### src/design/edfc_pkg.sv
// ----------------------------------------------------------------------------
// edfc_pkg
// shared types and constants for the extended/double format converter
// ----------------------------------------------------------------------------
`default_nettype none

package edfc_pkg;

  // direction codes carried in tuser
  localparam logic OP_EXT_TO_DBL = 1'b0;
  localparam logic OP_DBL_TO_EXT = 1'b1;

  localparam int unsigned EXT_EXP_W  = 15;
  localparam int unsigned DBL_EXP_W  = 11;
  localparam int unsigned DBL_FRAC_W = 52;
  localparam int unsigned MANT_W     = 64;
  localparam int unsigned LZ_W       = 6;

  localparam logic [EXT_EXP_W-1:0] EXT_EXP_MAX = 15'h7FFF;
  localparam logic [DBL_EXP_W-1:0] DBL_EXP_MAX = 11'h7FF;

  // ext biased exponent window that maps onto a normal double
  // (ext bias 16383 minus double bias 1023)
  localparam logic [EXT_EXP_W-1:0] EXP_REBIAS  = 15'd15360;
  localparam logic [EXT_EXP_W-1:0] EXT_EXP_LO  = 15'd15361;
  localparam logic [EXT_EXP_W-1:0] EXT_EXP_HI  = 15'd17406;

  // shift that puts frac bit 51 at the integer bit position
  localparam logic [LZ_W:0] NORM_BASE = 7'd12;

  // double to extended work carried between the decode and normalize stages
  typedef struct packed {
    logic                  sign;
    logic [DBL_EXP_W-1:0]  exp;
    logic [DBL_FRAC_W-1:0] frac;
    logic                  frac_zero;
    logic [LZ_W-1:0]       lz;
  } d2e_work_t;

endpackage

`default_nettype wire

### src/design/extended_double_float_convert.sv
// ----------------------------------------------------------------------------
// extended_double_float_convert
// converts between x87 80-bit extended and ieee-754 double, one direction
// chosen per request
// ----------------------------------------------------------------------------
// usage
//   input channel: in_tdata carries the extended operand and the double
//   operand side by side, in_tuser selects the direction (0 = extended to
//   double, 1 = double to extended); the unused operand is ignored
//   output channel: out_tdata carries all three result fields, the ones of
//   the other direction read as zero
//   path: an accepted request passes the input register, decode and
//   leading-zero count, normalize shift and the output register
//   throughput: one request per cycle when not stalled; the three register
//   stages move together, so the rate is set by a single pipeline stage
//   stall: when out_tready is low with a result waiting, the whole pipeline
//   holds and in_tready drops; nothing is lost or repeated
//   reset: rst_n (synchronous, active low) clears the stage valid bits; the
//   block has no other state and no configuration
//   extended to double truncates the fraction, flushes denormal and
//   underflowing values to signed zero, saturates overflow to infinity and
//   keeps a nan a nan; double to extended normalizes denormals
// ----------------------------------------------------------------------------
`default_nettype none

module extended_double_float_convert (
  input  wire logic         clk,
  input  wire logic         rst_n,
  input  wire logic         in_tvalid,
  output logic              in_tready,
  // ext_sign_exponent[15:0], ext_mantissa[79:16], double_bits[143:80]
  input  wire logic [143:0] in_tdata,
  // operation[0]
  input  wire logic         in_tuser,
  output logic              out_tvalid,
  input  wire logic         out_tready,
  // double_result[63:0], ext_sign_exponent_result[79:64],
  // ext_mantissa_result[143:80]
  output logic [143:0]      out_tdata
);

  // output slot valid, drives the global advance
  logic out_valid_r;

  // global advance: every stage moves when the output slot is free or taken
  logic advance;
  assign advance   = !out_valid_r || out_tready;
  assign in_tready = advance;

  // --------------------------------------------------------------------------
  // stage 1: input register
  // --------------------------------------------------------------------------
  logic        s1_valid_r;
  logic        s1_op_r;
  logic [15:0] s1_se_r;
  logic [63:0] s1_mant_r;
  logic [63:0] s1_dbl_r;

  always_ff @(posedge clk) begin
    if (!rst_n) begin
      s1_valid_r <= 1'b0;
    end else if (advance) begin
      s1_valid_r <= in_tvalid;
    end
  end

  always_ff @(posedge clk) begin
    if (advance) begin
      s1_op_r   <= in_tuser;
      s1_se_r   <= in_tdata[15:0];
      s1_mant_r <= in_tdata[79:16];
      s1_dbl_r  <= in_tdata[143:80];
    end
  end

  // --------------------------------------------------------------------------
  // stage 1 logic: full extended to double, decode and leading-zero count
  // for double to extended
  // --------------------------------------------------------------------------
  logic [edfc_pkg::EXT_EXP_W-1:0]  e2d_exp;
  logic [edfc_pkg::DBL_FRAC_W-1:0] e2d_top_frac;
  logic                            e2d_low_nz;
  logic [63:0]                     e2d_res_nxt;
  logic [edfc_pkg::EXT_EXP_W-1:0]  e2d_rebias;

  assign e2d_exp      = s1_se_r[14:0];
  assign e2d_top_frac = s1_mant_r[62:11];
  assign e2d_low_nz   = |s1_mant_r[62:0];
  assign e2d_rebias   = e2d_exp - edfc_pkg::EXP_REBIAS;

  always_comb begin
    e2d_res_nxt = {s1_se_r[15], 63'd0};
    if (e2d_exp == edfc_pkg::EXT_EXP_MAX) begin
      // inf or nan; a nan whose payload sits only below the kept bits
      // still needs one fraction bit set
      e2d_res_nxt[62:52] = edfc_pkg::DBL_EXP_MAX;
      if (e2d_top_frac == '0 && e2d_low_nz) begin
        e2d_res_nxt[51:0] = 52'd1;
      end else begin
        e2d_res_nxt[51:0] = e2d_top_frac;
      end
    end else if (e2d_exp > edfc_pkg::EXT_EXP_HI) begin
      e2d_res_nxt[62:52] = edfc_pkg::DBL_EXP_MAX;
    end else if (e2d_exp >= edfc_pkg::EXT_EXP_LO) begin
      e2d_res_nxt[62:52] = e2d_rebias[edfc_pkg::DBL_EXP_W-1:0];
      e2d_res_nxt[51:0]  = e2d_top_frac;
    end
    // zero exponent and underflow keep the signed zero
  end

  edfc_pkg::d2e_work_t d2e_nxt;
  logic [edfc_pkg::LZ_W-1:0] lz_cnt;

  // leading zeros of the double fraction, a priority encoder
  always_comb begin
    lz_cnt = '0;
    for (int i = 0; i < edfc_pkg::DBL_FRAC_W; i++) begin
      if (s1_dbl_r[i]) begin
        lz_cnt = edfc_pkg::LZ_W'(edfc_pkg::DBL_FRAC_W - 1 - i);
      end
    end
  end

  always_comb begin
    d2e_nxt.sign      = s1_dbl_r[63];
    d2e_nxt.exp       = s1_dbl_r[62:52];
    d2e_nxt.frac      = s1_dbl_r[51:0];
    d2e_nxt.frac_zero = ~|s1_dbl_r[51:0];
    d2e_nxt.lz        = lz_cnt;
  end

  // --------------------------------------------------------------------------
  // stage 2 register
  // --------------------------------------------------------------------------
  logic                s2_valid_r;
  logic                s2_op_r;
  logic [63:0]         s2_e2d_r;
  edfc_pkg::d2e_work_t s2_d2e_r;

  always_ff @(posedge clk) begin
    if (!rst_n) begin
      s2_valid_r <= 1'b0;
    end else if (advance) begin
      s2_valid_r <= s1_valid_r;
    end
  end

  always_ff @(posedge clk) begin
    if (advance) begin
      s2_op_r  <= s1_op_r;
      s2_e2d_r <= e2d_res_nxt;
      s2_d2e_r <= d2e_nxt;
    end
  end

  // --------------------------------------------------------------------------
  // stage 2 logic: normalize shift for double to extended, result select
  // --------------------------------------------------------------------------
  logic [edfc_pkg::LZ_W:0]        norm_shift;
  logic [63:0]                    denorm_mant;
  logic [edfc_pkg::EXT_EXP_W-1:0] denorm_exp;
  logic [edfc_pkg::EXT_EXP_W-1:0] normal_exp;
  logic [15:0]                    d2e_se;
  logic [63:0]                    d2e_mant;
  logic [143:0]                   out_data_nxt;

  assign norm_shift  = edfc_pkg::NORM_BASE + {1'b0, s2_d2e_r.lz};
  assign denorm_mant = {12'd0, s2_d2e_r.frac} << norm_shift;
  assign denorm_exp  = edfc_pkg::EXP_REBIAS
                     - {{(edfc_pkg::EXT_EXP_W-edfc_pkg::LZ_W){1'b0}}, s2_d2e_r.lz};
  assign normal_exp  = edfc_pkg::EXP_REBIAS
                     + {{(edfc_pkg::EXT_EXP_W-edfc_pkg::DBL_EXP_W){1'b0}}, s2_d2e_r.exp};

  always_comb begin
    d2e_se   = {s2_d2e_r.sign, 15'd0};
    d2e_mant = {1'b1, s2_d2e_r.frac, 11'd0};
    if (s2_d2e_r.exp == '0) begin
      if (s2_d2e_r.frac_zero) begin
        d2e_mant = '0;
      end else begin
        d2e_se[14:0] = denorm_exp;
        d2e_mant     = denorm_mant;
      end
    end else if (s2_d2e_r.exp == edfc_pkg::DBL_EXP_MAX) begin
      d2e_se[14:0] = edfc_pkg::EXT_EXP_MAX;
    end else begin
      d2e_se[14:0] = normal_exp;
    end
  end

  always_comb begin
    if (s2_op_r == edfc_pkg::OP_DBL_TO_EXT) begin
      out_data_nxt = {d2e_mant, d2e_se, 64'd0};
    end else begin
      out_data_nxt = {64'd0, 16'd0, s2_e2d_r};
    end
  end

  // --------------------------------------------------------------------------
  // stage 3: output register
  // --------------------------------------------------------------------------
  logic [143:0] out_data_r;

  always_ff @(posedge clk) begin
    if (!rst_n) begin
      out_valid_r <= 1'b0;
    end else if (advance) begin
      out_valid_r <= s2_valid_r;
    end
  end

  always_ff @(posedge clk) begin
    if (advance) begin
      out_data_r <= out_data_nxt;
    end
  end

  assign out_tvalid = out_valid_r;
  assign out_tdata  = out_data_r;

endmodule

`default_nettype wire

### config.mk
export PLATFORM = sky130hd
export DESIGN_NAME = extended_double_float_convert
export DESIGN_NICKNAME = d
export VERILOG_FILES = /design/src/design/edfc_pkg.sv /design/src/design/extended_double_float_convert.sv
export SDC_FILE = /design/constraint.sdc
export NUM_CORES = 1
export LEC_CHECK = 0
export BUFFER_PORTS_ARGS = -buffer_cell sky130_fd_sc_hd__buf_2
export CAP_MARGIN = 20
export CORE_MARGIN = 2
export CORE_UTILIZATION = 60
export CTS_CLUSTER_DIAMETER = 40
export DETAILED_ROUTE_END_ITERATION = 10
export PLACE_DENSITY_LB_ADDON = 0.08
export SLEW_MARGIN = 20
export SYNTH_ARGS = -nofsm -noshare
export SYNTH_HDL_FRONTEND = slang
export SYNTH_SLANG_ARGS = --single-unit
### constraint.sdc
create_clock -name clk -period 31.7 [get_ports clk]
set_input_delay 3.17 -clock clk [delete_from_list [all_inputs] [get_ports clk]]
set_output_delay 3.17 -clock clk [all_outputs]
set_load 0.01 [all_outputs]
==> results of run 1 <==
final timing paths:
check	end
worst min-delay path	s2_d2e_r[59]$_DFFE_PP_
worst min register to register	s2_d2e_r[59]$_DFFE_PP_
worst max-delay path	in_tready
worst max register to register	out_tdata[116]$_SDFFCE_PN0P_
cell families after synthesis:
logic type      after synthesis
flops                       425
buf+inv                     108
xor+xnor                      8
compound gates              266
simple gates                459
fa+ha+maj                     2
mux                         151
power breakdown:
| group | leakage (nW) | switching (mW) | internal (mW) | total, mW |
|---|---|---|---|---|
| combinational | 3.82 | 0.106 | 0.0788 | 0.185 |
| clock | 0.714 | 0.218 | 0.302 | 0.520 |
| sequential | 4.70 | 0.0297 | 0.661 | 0.691 |
registers in the layout (all words and copies together), names as in the netlist:
| signal | count |
|---|---|
| out_tdata | 142 |
| s2_d2e_r | 70 |
| s1_dbl_r | 64 |
| s2_e2d_r | 64 |
| s1_mant_r | 63 |
| s1_se_r | 16 |
| d2e_se | 1 |
| out_tvalid | 1 |
| s1_op_r | 1 |
| s1_valid_r | 1 |
| s2_op_r | 1 |
| s2_valid_r | 1 |
layout make-up:
type	count	area (sq um)	share of cell area [%]
clock inverter	29	282	1.20
multi-input combinational	886	6970	29.7
sequential	425	12700	54.2
timing repair buffer	316	1650	7.03
tap	448	561	2.39
inverter	21	78.8	0.336
clock buffer	57	1210	5.17
per-layer routing:
metal | vias to the layer above | GRT usage [%] | part of all wire (%)
li1 | 6146 | - | -
met1 | 6669 | 42.1 | 40
met2 | 822 | 43.6 | 45
met3 | 145 | 7.88 | 11
met4 | 4 | 11.6 | 4.2
met5 | - | 0 | 0.047
stage by stage:
stage	hold WS, ns	power [mW]	util (%)	area [sq um]	std cells
2_1_floorplan	0.400	0.819	-	20200	1419
6_report	0.417	1.40	70.4	23500	2182
4_1_cts	0.419	1.40	70.4	23500	2182
5_1_grt	0.424	1.44	70.4	23500	2182
3_3_place_gp	0.401	0.879	65.9	22000	2096
3_5_place_dp	0.405	0.882	65.9	22000	2096
critical path, stage by stage:
cell      delay, ns
buf_2          0.07
nand2b_4       0.43
buf_2          0.23
Yosys cell counts, drive strengths merged (10+ instances only):
cell type | n | area share (%)
nand2 | 123 | 2.3
a22o | 13 | 0.56
mux4 | 86 | 9.7
nand2b | 10 | 0.31
nor3 | 19 | 0.50
edfxtp | 422 | 63
nor4 | 36 | 1.1
o211ai | 12 | 0.45
o221ai | 13 | 0.56
mux2i | 44 | 2.2
mux2 | 21 | 1.2
buf | 49 | 1.7
a31oi | 10 | 0.31
o21ai | 50 | 1.2
nor2b | 124 | 3.8
inv | 19 | 0.35
nand4 | 14 | 0.50
nand3 | 26 | 0.64
a21o | 15 | 0.56
a21oi | 64 | 1.6
nor2 | 80 | 1.5
clkbuf | 38 | 0.71
==> key figures, run 1 <==
Route
  • Routed Antenna Nets: 0
  • WL/cell: roughly 24 microns
  • Post-Route WL: 51.3 mm
  • DRT iter0 DRCs: 1,699
  • Drt first pass iters: 6
  • Avg Vias per Cell: ~6.3
  • Via count: 13,786
  • DRC violation count after routing: 0

Timing
  • Worst-Margin Slew: approximately 1.1 ns
  • Post-route setup slack: about 25 ns
  • Unrepaired setup endpoints after global routing: no
  • Hold Vio Cnt, Final: 0
  • Final min period: 7.07 ns
  • Clock Skew: around 0.017 ns
  • Final Setup Violations: 0
  • Max frequency: between 0.1 and 0.15 GHz
  • TNS Setup: 0 ns
  • Fin crit share: between 20 and 25%
  • Fin. max-slew vios: 0
  • Slew HR: between 20% and 30%

Power and ir drop
  • Pleak: between 9 and 10 nW
  • Pwr Density: 59.4 mW/mm^2
  • Max VDD drop: 0.0000508 V

Yosys
  • Simple-gate share of the synthesized area: around 12%
  • Synth Area in Compound Gates: 9.07%
  • Mapped Nets: 1,570
  • XOR/XNOR Fraction of Synth Area: less than 1%
  • Largest family of logic cells by synthesized area: multiplexers
  • Seq/Total Area, Yosys: between 60% and 70%
  • Mean post-synth cell area: 14.2 sq um
  • Dominant synthesized flop cell: edfxtp_1
  • Yosys cell types: 74
  • EDFF count, synth: between 400 and 500
  • Synthesized-area fraction occupied by adder cells: less than 1%
  • Post-synthesis cell area: 0.0202 sq mm
  • Fraction of registers with async set/reset: 0%
  • Syn Inst Count: ~1,400
  • Post-synthesis sequential element count: between 400 and 500
  • Yosys Warn Count: 0
  • Mux cell area share after synthesis: 13.1%

GRT
  • GRT Total Usage: a little under 30%
  • First-pass GRT wire length: slightly below 80 mm
  • Largest net degree at the start of global routing: ~210
  • Grt ovf: 0
  • Number of global-route vias before repair: roughly 13,000
  • Initial antenna violation count: 3

Clock tree
  • CTS buffer count: between 40 and 50
  • Post-CTS Resized: 0
  • CTS tree: built
  • Setup Fix Bufs, Post-CTS: 0
  • Clock Path Buffers: 3
  • Clk Latency, worst-skew pair: roughly 0.58 ns
  • Clock sinks: between 400 and 500
  • Root Buffer: clkbuf_16
  • CTS Hold Bufs: 0
  • H-tree depth: 2
  • Clk slew on worst S/H paths: ~0.060 ns

Floorplanning
  • Core area: 0.0334 sq mm
  • Chip Width: 188 microns
  • DIE HEIGHT: ~190 microns
  • # IOs: ~300
  • Initial Util: approximately three fifths
  • Die area: 0.0352 sq mm
  • Std-Cell Rows: 67

Cells and area
  • # diodes: 0
  • Layout fillers: 2,348
  • Final net count: roughly 1,800
  • Fraction of layout cells with a size suffix above 1: approximately 29%
  • Area delta synth->final: 16.3%
  • Commonest cells after routing, fill and taps aside: edfxtp_1, buf_2, nor2b_1
  • Most common cell after layout, fill and taps aside: edfxtp_1

Setup path
  • Worst R2R Path Depth: 12
  • CP Launch Point: out_tready
  • WS Path Type: input port to primary output
  • CP Data Required Time: 28.53 ns
  • CP Launch Type: input port
  • CP max FO: 34
  • Worst R2R Start: s2_d2e_r[2]$_SDFFCE_PP0P_
  • Flop2flop setup slack: between 20 and 30 ns
  • Crit path capture type: primary output
  • Data arrival, critical path: a little under 4 ns

Worst hold path
  • Hold path start: s1_dbl_r[52]$_DFFE_PP_
  • Worst hold path type: register to register
  • WHS Path Cells: 0

Placed design
  • DP Worst Slack: between 20 and 25 ns
  • Port bufs: a little under 300
  • Hpwl dp: ~35 mm
  • Gpl congestion: 0.956

Flow run
  • Max-cap violation count: 0

Outcome
  • Outcome: finished, final reports clean
(Power assumes the default switching activity.)
==> run 2, diff against run 1 <==
Settings changed: ABC_AREA from default to 1, CORE_UTILIZATION 60 to 51.
Clock period 31.7 ns to 6 ns, I/O delays scaled along.
==> key figures, run 2 <==
GRT
  • Initial antenna violation count: 16
  • Grt ovf: 0
  • Largest net degree at the start of global routing: approximately 160
  • Number of global-route vias before repair: 12,619
  • First-pass GRT wire length: around 70 mm
  • GRT Total Usage: between 20 and 25%

Route
  • Via count: roughly 13,000
  • Post-Route WL: roughly 46 mm
  • Routed Antenna Nets: 0
  • Avg Vias per Cell: approximately 5.2
  • Drt first pass iters: 5
  • DRT iter0 DRCs: around 1,100
  • DRC violation count after routing: 0
  • WL/cell: approximately 18 microns

Timing
  • Worst-Margin Slew: between 1 and 1.5 ns
  • Post-route setup slack: a little under 2 ns
  • Clock Skew: 0.0335 ns
  • TNS Setup: 0 ns
  • Final Setup Violations: 0
  • Fin crit share: about 67%
  • Fin. max-slew vios: 0
  • Unrepaired setup endpoints after global routing: no
  • Final min period: 4.03 ns
  • Hold Vio Cnt, Final: 0
  • Slew HR: slightly above 30%
  • Max frequency: 0.248 GHz

Floorplanning
  • Chip Width: just under 200 microns
  • # IOs: 295
  • Initial Util: around half
  • Die area: between 0.03 and 0.04 sq mm
  • Core area: around 0.037 sq mm
  • Std-Cell Rows: 70
  • DIE HEIGHT: approximately 200 microns

Clock tree
  • Post-CTS Resized: 0
  • Clk slew on worst S/H paths: around 0.060 ns
  • Clk Latency, worst-skew pair: approximately 0.60 ns
  • H-tree depth: 2
  • Root Buffer: clkbuf_16
  • CTS tree: built
  • CTS Hold Bufs: 0
  • Clock sinks: approximately 430
  • Clock Path Buffers: 3
  • Setup Fix Bufs, Post-CTS: 0
  • CTS buffer count: 51

Setup path
  • WS Path Type: register to register
  • Data arrival, critical path: approximately 4.4 ns
  • Most common cell on crit path: inv_1
  • Critical path's largest stage delay: 0.58 ns
  • CP max FO: 54
  • CP Data Required Time: 6.36 ns
  • CP Launch Type: register
  • Crit path capture type: register
  • Slowest CP cell: nor2_1
  • CP cell instances: inv_1 > nand4_1 > nor3_1 > nand2_1 > buf_4 > inv_1 > nand2_1 > nor2_2 > buf_4 > inv_1 > nor2_1 > inv_1 > a21oi_1 > o221ai_1 > o21ai_0

Yosys
  • Mapped Nets: 1,901
  • Synth top area share: about 67%
  • Count leader, synth: edfxtp_1
  • Post-synthesis cell area: roughly 0.019 sq mm
  • Synthesized-area fraction occupied by adder cells: less than 1%
  • Mean post-synth cell area: ~11 sq um
  • Simple-gate share of the synthesized area: between 10% and 20%
  • Yosys Warn Count: 0
  • Largest cells by area after synthesis: edfxtp_1, nand2_1, inv_1
  • Syn Inst Count: about 1,800
  • EDFF count, synth: approximately 420
  • Yosys cell types: 39
  • Post-synthesis sequential element count: ~430
  • Largest family of logic cells by synthesized area: simple AND/OR/NAND/NOR gates
  • Fraction of registers with async set/reset: 0%
  • Synth Area in Compound Gates: between 8 and 9%
  • Dominant synthesized flop cell: edfxtp_1
  • Top post-synthesis cells by count: edfxtp_1, nand2_1, inv_1
  • Post-synth top area cell: edfxtp_1
  • Mux cell area share after synthesis: under 10%
  • XOR/XNOR Fraction of Synth Area: 0.0930%
  • Seq/Total Area, Yosys: about two thirds

Cells and area
  • Commonest cells after routing, fill and taps aside: edfxtp_1, nand2_1, buf_2
  • Non-filler cells, final: ~2,600
  • Area delta synth->final: 19.6%
  • Most common cell after layout, fill and taps aside: edfxtp_1
  • Final net count: approximately 2,200
  • Number of flip-flops in the largest register: 142
  • Fraction of layout cells with a size suffix above 1: 19.8%

Worst hold path
  • Worst hold path type: input port to register

Power and ir drop
  • Final Power: ~7.6 mW
  • Pwr Density: 337 mW/mm^2
  • Pleak: 10.2 nW
  • Max VDD drop: about 0.00034 V

Outcome
  • Outcome: finished, final reports clean

Flow run
  • Max-cap violation count: 0

Placed design
  • DP Worst Slack: 2.04 ns
  • Gpl congestion: a little over 0.9
  • Hpwl dp: between 30 and 40 mm
  • Placed Cells: between 2,000 and 2,500
  • Port bufs: 293
==> run 2: cell count changes in the layout (fill, tap and decap cells not counted), moves of 79 or more <==
| cell | before | now |
|---|---|---|
| nor2b_1 | 124 | 0 |
| inv_1 | 19 | 245 |
| o21ai_0 | 45 | 135 |
| nand2_1 | 123 | 358 |
| mux4_2 | 79 | 0 |
| nor2_1 | 79 | 174 |
==> run 2: worst max-delay path: cells and delay by family, from the launching register on <==
kind | cells | cell delay, ns
compound gates | 3 | 0.59
buf+inv | 6 | 1.66
flops | 1 | 0.40
simple gates | 6 | 1.14
==> run 2: routing by layer <==
metal / global-route usage, % / vias to the layer above / part of all wire (%)
met5: 0 / - / 0.16
met4: 7.41 / 12 / 2.6
met3: 7.20 / 77 / 8.3
met2: 38.2 / 479 / 46
met1: 32.0 / 6128 / 42
li1: - / 6578 / -
==> run 2: final timing paths <==
check                         start                      endpoint  slack, ns  cells past startpoint
min                    in_tdata[58]       s1_mant_r[42]$_DFFE_PP_       0.17                      1
min reg2reg  s1_dbl_r[55]$_DFFE_PP_        s2_d2e_r[62]$_DFFE_PP_       0.42                      0
max reg2reg  s2_d2e_r[65]$_DFFE_PP_  out_tdata[135]$_SDFFCE_PN0P_       1.97                     15
max          s2_d2e_r[65]$_DFFE_PP_  out_tdata[135]$_SDFFCE_PN0P_       1.97                     15
==> run 2: per-stage QoR <==
step / utilization [%] / hold WS (ns) / instance area [sq um]
after global placement: 56.9 / 0.403 / 20800
after CTS: 61.6 / 0.144 / 22500
after detailed placement: 56.9 / 0.405 / 20800
after global routing: 61.6 / 0.152 / 22500
after floorplan: - / 0.400 / 18900
final: 61.7 / 0.174 / 22500
==> run 2: where the power goes <==
group	switching, mW	internal (mW)
Clock	1.21	1.82
Combinational	0.633	0.300
Sequential	0.102	3.51
==> run 2: kinds of logic after synthesis <==
family / after synthesis
DFF: 425
buffers and inverters: 338
adders and majority gates: 2
xor gates and xnor gates: 2
muxes: 51
AOI/OAI and AO/OA: 262
and+or+nand+nor: 670
==> run 2: cell type report <==
type,instances,area [sq um]
well taps,468,586
multi-input cells,987,4830
clock buffers,54,1310
clock inverters,38,403
fillers,3045,14000
repair buffers,313,1640
flip-flops and latches,425,12700
diodes,11,27.5
inverters,258,1000
